==> config.mk <==
export PLATFORM = sky130hd
export DESIGN_NAME = tks_cell
export DESIGN_NICKNAME = d
export VERILOG_FILES = /design/src/rtl/tks_pkg.sv /design/src/rtl/tks_cell.sv
export SDC_FILE = /design/constraint.sdc
export NUM_CORES = 1
export LEC_CHECK = 0
export ABC_AREA = 0
export BUFFER_PORTS_ARGS = -buffer_cell sky130_fd_sc_hd__clkbuf_2
export CAP_MARGIN = 20
export CORE_MARGIN = 5
export CORE_UTILIZATION = 45
export DETAILED_ROUTE_END_ITERATION = 16
export PLACE_DENSITY = 0.77
export SYNTH_ARGS = -nofsm -noshare
export SYNTH_HDL_FRONTEND = slang
export SYNTH_SLANG_ARGS = --single-unit
==> constraint.sdc <==
create_clock -name clk_i -period 3.8 [get_ports clk_i]
set_input_delay 0.57 -clock clk_i [delete_from_list [all_inputs] [get_ports clk_i]]
set_output_delay 0.57 -clock clk_i [all_outputs]
set_load 0.03 [all_outputs]
==> src/rtl/tks_pkg.sv <==
// Package with the shared types and constants of the top-k smallest selector.
package tks_pkg;

  localparam int SLOTS       = 40;
  localparam int INDEX_WIDTH = 20;
  localparam int DIST_W      = 32;
  localparam int RANK_W      = (SLOTS > 1) ? $clog2(SLOTS) : 1;

  // Fixed widths of the stream fields.
  localparam int RANK_FW  = 6;
  localparam int INDEX_FW = 20;
  localparam int IN_DW    = 56;
  localparam int OUT_DW   = 64;

  localparam logic signed [DIST_W-1:0] EMPTY_DIST = {1'b0, {(DIST_W-1){1'b1}}};

  typedef struct packed {
    logic signed [DIST_W-1:0] distance;
    logic [INDEX_WIDTH-1:0]   idx;
    logic                     filled;
  } entry_t;

  localparam entry_t EMPTY_ENTRY = '{distance: EMPTY_DIST, idx: '0, filled: 1'b0};

endpackage

==> src/rtl/tks_cell.sv <==
// One slot of the sorted list: compares the incoming distance and shifts down.
module tks_cell (
  input  logic            clk_i,
  input  logic            rst_ni,
  input  logic            en_i,
  input  logic            clr_i,
  input  tks_pkg::entry_t new_i,
  input  logic            up_lt_i,
  input  tks_pkg::entry_t up_i,
  output logic            lt_o,
  output tks_pkg::entry_t eff_o,
  output tks_pkg::entry_t next_o
);
  import tks_pkg::*;

  entry_t slot_q, slot_d, eff;

  // A new query sees every slot as empty.
  assign eff   = clr_i ? EMPTY_ENTRY : slot_q;
  assign lt_o  = $signed(new_i.distance) < $signed(eff.distance);
  assign eff_o = eff;

  always_comb begin
    priority if (up_lt_i) begin
      next_o = up_i;
    end else if (lt_o) begin
      next_o = new_i;
    end else begin
      next_o = eff;
    end
  end

  assign slot_d = en_i ? next_o : slot_q;

  always_ff @(posedge clk_i or negedge rst_ni) begin
    if (!rst_ni) begin
      slot_q <= EMPTY_ENTRY;
    end else begin
      slot_q <= slot_d;
    end
  end

endmodule

Word level (Yosys, flattened, before mapping) --
Index checks and enable logic that the tools add are counted.
Storage, ports and cells: word-level logic and storage cells 7, flip-flop bits (word level) 53, output and inout port bits 107, bits of input ports 111
Operators by class: multiplexer cells 3, $lt $le $gt $ge 1
Operators by type and width (number):
- 53-bit 2-to-1 mux | 3
- 32-bit less-than comparator | 1

Depth between registers and ports, before layout --
Gate-level depths: netlist of run 1.
depth in word-level cells 4, mapped depth 12, gate-level depth less buffers 10

Worst setup path after synthesis of run 1 --
Ideal clock, no wire load.
kind in2out, from in clr_i, to out next_o[22] (netlist bit), path slack -0.004 ns, arrival time 3.234 ns, stages 11, cells stage by stage clkbuf_1 -> or2_2 -> inv_1 -> ha_1 -> a21oi_1 -> o21ai_0 -> a2111oi_2 -> a21oi_4 -> mux2_4 -> buf_6 -> a221o_1
RTL lines:
- start, declared | line tks_cell.sv:6 | input logic clr_i,
- end, declared | line tks_cell.sv:12 | output tks_pkg::entry_t next_o

==> results.yml, run 1 <==
status:
  outcome: "finished with violations"
  violations: "setup timing"
final_layout:
  final_cell_mix: "163 x clkbuf_2, 84 x a221o_1, 44 x buf_4"
  largestRegisters: "slot_q x53"
  nets: 921
  fin_area_sq_um: 7458
  largest_register_ffs: 53
  final_common_cell: "clkbuf_2"
  antenna_cells: 0
  final_util_pct: 69.11
  drive_gt1_share_pct: 58.59
  syn2layout_area_growth_pct: 50.95
  fill_cells: 796
  top_register: "slot_q"
clocking:
  numCtsBuffers: 5
  htreeDepth: 2
  clk_latency_ps: 310
  clockBufferDepth: 2
  root_buffer: "clkbuf_8"
  cts_hold_buf: 0
  clock_sinks: 53
  cts_tree: "done"
  cts.reportedPaths.clkPinSlew_ps: 100
timing:
  fmax_ghz: 0.2566
  rsz0062_at_grt: "true"
  finalCritPeriodShare_pct: 102.6
  timing.final.crit_period_ps: 3897
  maxSlewHeadroom_pct: 53.62
  worst_slack_ps: -97.07
  fin_hold_ws_ps: 279.5
  finalHoldViolations: 0
  finalSetupViolCount: 53
  worst_pin_slew_ps: 695.6
  skew_ps: 11.46
  tns_ps: -2342
  drv_slew: 0
place:
  hpwl_um: 12190
  placed_cell_area_sq_um: 6361
  place.gp.congestion: 0.8777
  io_buffer_count: 217
  dp_slack_ps: -121.4
yosys:
  syn_nets: 672
  synthCells: 530
  synth_seq_area_share_pct: 27.63
  synth-seq-cells: 53
  synth_area_sq_um: 4941
  ys_warn_count: 0
  avgSynthCellArea_sq_um: 9.323
  synth_cell_types: 39
worst_setup_path:
  r2r_slack_ps: 760
  start_kind: "input pin"
  critPathRequiredTime_ps: 3230
  worstPathArrival_ps: 3330
  cp-end-kind: "output pin"
  crit_fanout: 7
  crit_type: "in2out"
routing:
  drtIter0Drc: 289
  wl_per_cell_um: 19.89
  postRouteAntennaNets: 0
  drcViolationCount: 0
  post_drt_via_cell_ratio: 5.909
  dr.pass1.iters: 5
  drt-total-wl_um: 18300
  vias: 5436
floorplan:
  core-area_sq_um: 10790
  io_pins: 218
  start_util_pct: 45.78
  num_rows: 38
  fp.dieW_um: 114.8
  fp.dieH_um: 114.8
  fp.dieArea_sq_um: 13180
pwr:
  pwr-share-clk_pct: 11.4
  internal-power_mw: 1.965
  netSwitchingPower_mw: 1.479
  seqPwrFrac_pct: 23.7
  ir_worst_vdd_mv: 0.2227
  swShare_pct: 42.93
  p_comb_share_pct: 64.9
  p_per_area_nw_per_um2: 461.8
  leakagePower_nw: 3.521
global_route:
  overflow: 0
  grt_pass1_vias: 5661
  grt_max_degree: 66
  grt_usage_pct: 26.28
  grt_pass1_wl_um: 28020
  antenna_found_initial: 0
hold_path:
  hold_path.class: "in2async"
run:
  max-cap-violations: 0
==> through the flow <==
step / std cells / total power, mW
CTS: 919 / 3.329
floorplan: 530 / 2.065
global placement: 896 / 2.557
finish: 920 / 3.444
global route: 920 / 3.612
detailed placement: 896 / 2.605
==> path summary, 6_finish.rpt <==
path                             from         end  cells past startpoint
setup / recovery                clr_i  next_o[23]                     14
hold / removal                 rst_ni   slot_q[6]                      1
max in group asynchronous      rst_ni  slot_q[23]                      2
hold reg to reg            slot_q[14]  slot_q[14]                      3
min in group clk_i           new_i[9]   slot_q[9]                      2
setup reg to reg           slot_q[33]  slot_q[15]                     13
==> synthesized netlist by cell type <==
cell / n / area [sq um]
mux2_4: 1 / 15.01
a2111oi_2: 1 / 15.01
a21o_1: 2 / 15.01
o221a_2: 22 / 247.7
and4_1: 1 / 8.760
clkbuf_1: 20 / 75.07
a21boi_0: 1 / 7.510
o2111ai_1: 1 / 8.760
nor2_1: 33 / 123.9
mux2i_2: 2 / 27.53
o21bai_1: 1 / 7.510
nand4_1: 4 / 25.02
a41oi_1: 1 / 8.760
buf_1: 1 / 3.750
mux2i_1: 3 / 30.03
dfrtp_1: 22 / 550.5
nor2b_1: 23 / 143.9
o21ba_2: 1 / 10.01
mux2_2: 32 / 360.4
and2b_1: 1 / 7.510
a31oi_1: 1 / 6.260
buf_6: 16 / 180.2
a21oi_1: 33 / 165.2
o311ai_2: 1 / 16.27
nand2_1: 31 / 116.4
nand3_1: 2 / 10.01
a21oi_4: 1 / 16.27
a211oi_1: 1 / 7.510
nand2b_1: 23 / 143.9
and2_1: 31 / 193.9
inv_1: 33 / 123.9
ha_1: 31 / 387.9
dfstp_2: 31 / 814.5
nor3_1: 1 / 5.000
or2_2: 25 / 156.4
a221o_1: 84 / 840.8
buf_2: 4 / 20.02
nor3b_1: 2 / 15.01
o21ai_0: 6 / 30.03
==> worst max-delay path: stages <==
cell	delay [ps]
clkbuf_16	140
buf_12	140
or2_4	260
inv_4	60
ha_4	210
a21oi_4	180
a31oi_4	110
o311ai_4	380
a21oi_4	150
mux2_4	360
buf_12	150
buf_8	120
a221o_1	330
buf_6	150
==> final cells by class <==
type | count | area [sq um] | area share, %
clock buffer | 6 | 72.57 | 0.9730
tap | 140 | 175.2 | 2.349
sequential | 53 | 1365 | 18.30
clock inverter | 2 | 33.78 | 0.4529
multi-input combinational | 405 | 3582 | 48.03
inverter | 33 | 131.4 | 1.761
timing repair buffer | 281 | 2098 | 28.13
==> cells by family after synthesis <==
family / share of synthesized area (%)
mux: 8.762
compound gates: 28.39
fa+ha+maj: 7.850
simple gates: 19.22
buf+inv: 8.154
flops: 27.63
==> power by group through the flow <==
stage	Sequential (mW)	Clock, mW	Combinational, mW
detailed placement	0.817	0	1.79
floorplan	0.794	0	1.27
CTS	0.812	0.396	2.12
global placement	0.808	0	1.75
finish	0.816	0.391	2.24
global route	0.828	0.422	2.36
==> layer usage <==
metal,global-route usage [%],vias to the layer above,wire length [um]
met5,0,-,0
met4,9.859,0,556
met3,5.211,52,1338
met2,47.03,258,9279
met1,31.09,2619,7129
li1,-,2507,-
==> repair_timing <==
| item | in CTS | in global routing |
|---|---|---|
| resized for setup | 138 | 84 |
| gates cloned | 8 | 0 |
| setup endpoints to repair | 53 | 53 |
| setup buffers | 7 | 1 |
| pin swaps | 18 | 13 |
(Power assumes the default switching activity.)
==> run 2, diff against run 1 <==
Settings changed: SETUP_SLACK_MARGIN set to 0.1.
==> results.yml, run 2 (same netlist as run 1, synthesis figures left out) <==
status:
  outcome: "complete, no violations"
worst_setup_path:
  crit_slowest_cell: "a221o_2"
  reg2reg_depth: 13
  r2r_slack_ps: 630
  critPathRequiredTime_ps: 3230
  crit_path_start: "clr_i"
  crit_fanout: 8
  start_kind: "input pin"
  cp-end-kind: "output pin"
  worstPathArrival_ps: 3230
  cp_num_buf_inv: 6
  crit_family: "compound AO/OA/AOI/OAI gates"
  crit_type: "in2out"
  path_cells: "buf_12 -> buf_12 -> buf_8 -> or2_4 -> inv_1 -> ha_4 -> a21oi_2 -> o21ai_2 -> a21oi_4 -> o21ba_4 -> nor2_2 -> mux2_4 -> clkbuf_16 -> a221o_2 -> buf_6"
  cp-endpoint: "next_o[38]"
  cp_slowest_stage_delay_ps: 360
  r2r_end: "slot_q[22]"
  cp_common_cell: "buf_12"
  r2r-start: "slot_q[34]"
  path_depth: 15
clocking:
  root_buffer: "clkbuf_8"
  numCtsBuffers: 5
  htreeDepth: 2
  clock_sinks: 53
  cts.reportedPaths.clkPinSlew_ps: 90
  clk_latency_ps: 320
  clockBufferDepth: 2
  cts_tree: "done"
  cts_hold_buf: 0
place:
  hpwl_um: 11670
  place.gp.congestion: 0.8652
  place_inst: 887
  dp_slack_ps: -149.8
  io_buffer_count: 217
routing:
  vias: 5573
  drcViolationCount: 0
  drtIter0Drc: 415
  dr.pass1.iters: 5
  postRouteAntennaNets: 0
  drt-total-wl_um: 19660
  wl_per_cell_um: 21.46
  post_drt_via_cell_ratio: 6.084
global_route:
  grt_usage_pct: 24.91
  grt_max_degree: 76
  grt_pass1_wl_um: 27000
  grt_pass1_vias: 5570
  antenna_found_initial: 0
  overflow: 0
run:
  max-cap-violations: 0
final_layout:
  final_cell_mix: "163 x clkbuf_2, 54 x a221o_1, 37 x buf_6, 36 x buf_4"
  antenna_cells: 0
  nets: 917
  largestRegisters: "slot_q x53"
  largest_register_ffs: 53
  syn2layout_area_growth_pct: 57.74
  drive_gt1_share_pct: 64.18
  top_register: "slot_q"
  final_cells: 916
  final_util_pct: 72.21
  final_common_cell: "clkbuf_2"
pwr:
  leakagePower_nw: 3.595
  p_per_area_nw_per_um2: 468.1
  ir_worst_vdd_mv: 0.2653
timing:
  maxSlewHeadroom_pct: 39.75
  finalSetupViolCount: 0
  drv_slew: 0
  fmax_ghz: 0.2633
  worst_slack_ps: 2.732
  tns_ps: 0
  skew_ps: 8.669
  timing.final.crit_period_ps: 3797
  finalHoldViolations: 0
  fin_hold_ws_ps: 370.4
  worst_pin_slew_ps: 903.7
  finalCritPeriodShare_pct: 99.93
  rsz0062_at_grt: "true"
floorplan:
  io_pins: 218
  core-area_sq_um: 10790
  fp.dieH_um: 114.8
  num_rows: 38
  fp.dieW_um: 114.8
  fp.dieArea_sq_um: 13180
  start_util_pct: 45.78
hold_path:
  hold_path.class: "in2async"
## run 2: cell type report
class                      instances  area, sq um
clock inverter                     2        33.78
inverter                          33        126.4
clock buffer                       6        72.57
multi-input combinational        406         3800
timing repair buffer             276         2221
sequential                        53         1365
tap                              140        175.2
fill                             713         2999
## run 2: what timing repair did
item	in CTS	in global routing
endpoints found under the setup margin	53	54
setup buffers	4	5
pin swaps	4	63
cloned	3	9
resized for setup	102	175
## run 2: per-layer routing
layer | share of wire (%) | vias up | track usage, %
li1 | - | 2507 | -
met4 | 4.0 | 0 | 8.998
met3 | 8.7 | 64 | 4.632
met5 | 0 | - | 0
met2 | 48 | 346 | 43.66
met1 | 39 | 2656 | 30.60
## run 2: report_power, final
part	internal [mW]	switching, mW	total, mW
combinational	1.14	1.29	2.43
sequential	0.750	0.0719	0.822
clock	0.195	0.199	0.394
## run 2: worst min-delay path by stage
stage	end	slack, ps	cells after the start
after CTS	slot_q[15]	400	2
after floorplan	slot_q[0]	270	0
final	slot_q[15]	370	2
after global routing	slot_q[15]	430	2
after detailed placement	slot_q[0]	620	3
after global placement	slot_q[20]	610	3
## run 2: through the flow
stage	total power [mW]	instance area (sq um)
5_1_grt	3.809	7794
6_report	3.648	7794
2_1_floorplan	2.093	5004
3_3_place_gp	2.571	6394
4_1_cts	3.236	7013
3_5_place_dp	2.612	6394
## run 2: worst register-to-register path, cell delays in order, from the launching register on
cell and delay (ps):
dfstp_2 560, or2_4 120, inv_2 40, ha_4 260
and4_4 240, buf_4 110, o311ai_2 110, a21oi_4 250
buf_8 150, buf_12 100, buf_4 140, mux2i_4 490
buf_12 290, a221o_1 230
==> run 3, diff against run 2 <==
Settings changed: CORE_MARGIN 5 to 4.
==> results.yml, run 3 (same netlist as run 1, synthesis figures left out) <==
timing:
  timing.final.crit_period_ps: 3823
  worst_slack_ps: -22.96
  fmax_ghz: 0.2616
  drv_slew: 0
  skew_ps: 11.34
  maxSlewHeadroom_pct: 51.45
  finalSetupViolCount: 6
  finalCritPeriodShare_pct: 100.6
  worst_pin_slew_ps: 728.3
  finalHoldViolations: 0
  tns_ps: -38.00
  rsz0062_at_grt: "true"
final_layout:
  final_cells: 907
  drive_gt1_share_pct: 63.16
  largestRegisters: "slot_q x53"
  nets: 912
  antenna_cells: 0
  top_register: "slot_q"
  largest_register_ffs: 53
  final_cell_mix: "162 x clkbuf_2, 54 x a221o_1, 37 x buf_4"
  syn2layout_area_growth_pct: 56.80
  final_common_cell: "clkbuf_2"
worst_setup_path:
  start_kind: "input pin"
  reg2reg_depth: 13
  r2r-start: "slot_q[28]"
  cp-end-kind: "output pin"
  critPathRequiredTime_ps: 3230
  crit_type: "in2out"
  r2r_slack_ps: 780
  cp_slowest_stage_delay_ps: 390
  crit_fanout: 8
  crit_family: "compound AO/OA/AOI/OAI gates"
  path_cells: "clkbuf_16 -> buf_16 -> or2_4 -> inv_2 -> ha_4 -> a21oi_2 -> o21ai_2 -> a2111oi_4 -> a21oi_4 -> buf_12 -> mux2_4 -> a221o_1 -> clkbuf_8"
  worstPathArrival_ps: 3250
  r2r_end: "slot_q[34]"
  crit_slowest_cell: "a221o_1"
  cp_num_buf_inv: 5
floorplan:
  core-area_sq_um: 10510
  num_rows: 37
  io_pins: 218
  fp.dieH_um: 112.8
  fp.dieW_um: 112.8
  start_util_pct: 47.02
  fp.dieArea_sq_um: 12720
place:
  place_inst: 886
  io_buffer_count: 217
  hpwl_um: 11730
  place.gp.congestion: 0.8383
pwr:
  internal-power_mw: 2.005
  p_per_area_nw_per_um2: 461.2
  netSwitchingPower_mw: 1.568
  p_comb_share_pct: 67.5
  swShare_pct: 43.89
  leakagePower_nw: 3.556
  pwr-share-clk_pct: 9.5
  ir_worst_vdd_mv: 0.3029
  seqPwrFrac_pct: 23.0
clocking:
  clockBufferDepth: 2
  cts_hold_buf: 0
  cts_tree: "done"
  htreeDepth: 2
  clk_latency_ps: 320
  root_buffer: "clkbuf_8"
  clock_sinks: 53
  numCtsBuffers: 5
  cts.reportedPaths.clkPinSlew_ps: 110
global_route:
  grt_pass1_wl_um: 27820
  overflow: 0
  grt_usage_pct: 26.49
  grt_max_degree: 77
  grt_pass1_vias: 5628
  antenna_found_initial: 0
routing:
  post_drt_via_cell_ratio: 6.214
  drt-total-wl_um: 19310
  wl_per_cell_um: 21.29
  dr.pass1.iters: 5
  postRouteAntennaNets: 0
  vias: 5636
  drtIter0Drc: 548
  drcViolationCount: 0
status:
  outcome: "finished with violations"
  violations: "setup timing"
run:
  max-cap-violations: 0
hold_path:
  hold_path.class: "in2async"
[run 3: worst max path at each step]
stage                from         end  slack (ps)  cells after the start
floorplan           clr_i  next_o[22]         120                     10
global placement    clr_i  next_o[10]         -90                     15
detailed placement  clr_i  next_o[10]        -100                     15
CTS                 clr_i  next_o[21]          50                     14
global route        clr_i  next_o[21]        -100                     13
finish              clr_i  next_o[21]         -20                     13
[run 3: metrics by stage]
| step | area, sq um | utilization (%) | setup slack (ps) | power [mW] | hold WS [ps] |
|---|---|---|---|---|---|
| after global placement | 6399 | 60.89 | -92.10 | 2.581 | 611.3 |
| after floorplan | 5004 | - | 118.1 | 2.093 | 274.4 |
| after detailed placement | 6399 | 60.89 | -101.0 | 2.623 | 617.5 |
| final | 7747 | 73.72 | -22.96 | 3.573 | 250.7 |
| after CTS | 7267 | 69.15 | 51.39 | 3.257 | 252.3 |
| after global routing | 7747 | 73.72 | -100.2 | 3.732 | 270.4 |
[run 3: metal layers]
metal,track usage [%],vias to the layer above,wire (um)
met5,0,-,0
met4,13.22,0,780
met3,5.401,62,1691
met2,46.01,369,9499
met1,30.91,2702,7340
li1,-,2503,-
[run 3: area by class of cell]
type | count | area (sq um)
clock buffers | 6 | 72.57
flip-flops and latches | 53 | 1365
inverters | 33 | 123.9
fillers | 650 | 2761
repair buffers | 271 | 2141
multi-input cells | 406 | 3860
clock inverters | 2 | 15.01
well taps | 136 | 170.2
[run 3: power by group through the flow]
stage                     clock, mW  sequential (mW)  combinational [mW]
after floorplan                   0            0.795                1.30
after global placement            0            0.809                1.77
after detailed placement          0            0.818                1.80
after CTS                     0.342            0.815                2.10
after global routing          0.372            0.835                2.52
final                         0.338            0.822                2.41
[run 3: timing repair]
item / CTS / global route
pin swaps: 17 / 44
endpoints found under the setup margin: 53 / 53
gates resized for setup: 150 / 141
setup buffers: 2 / 1
cloned: 6 / 4
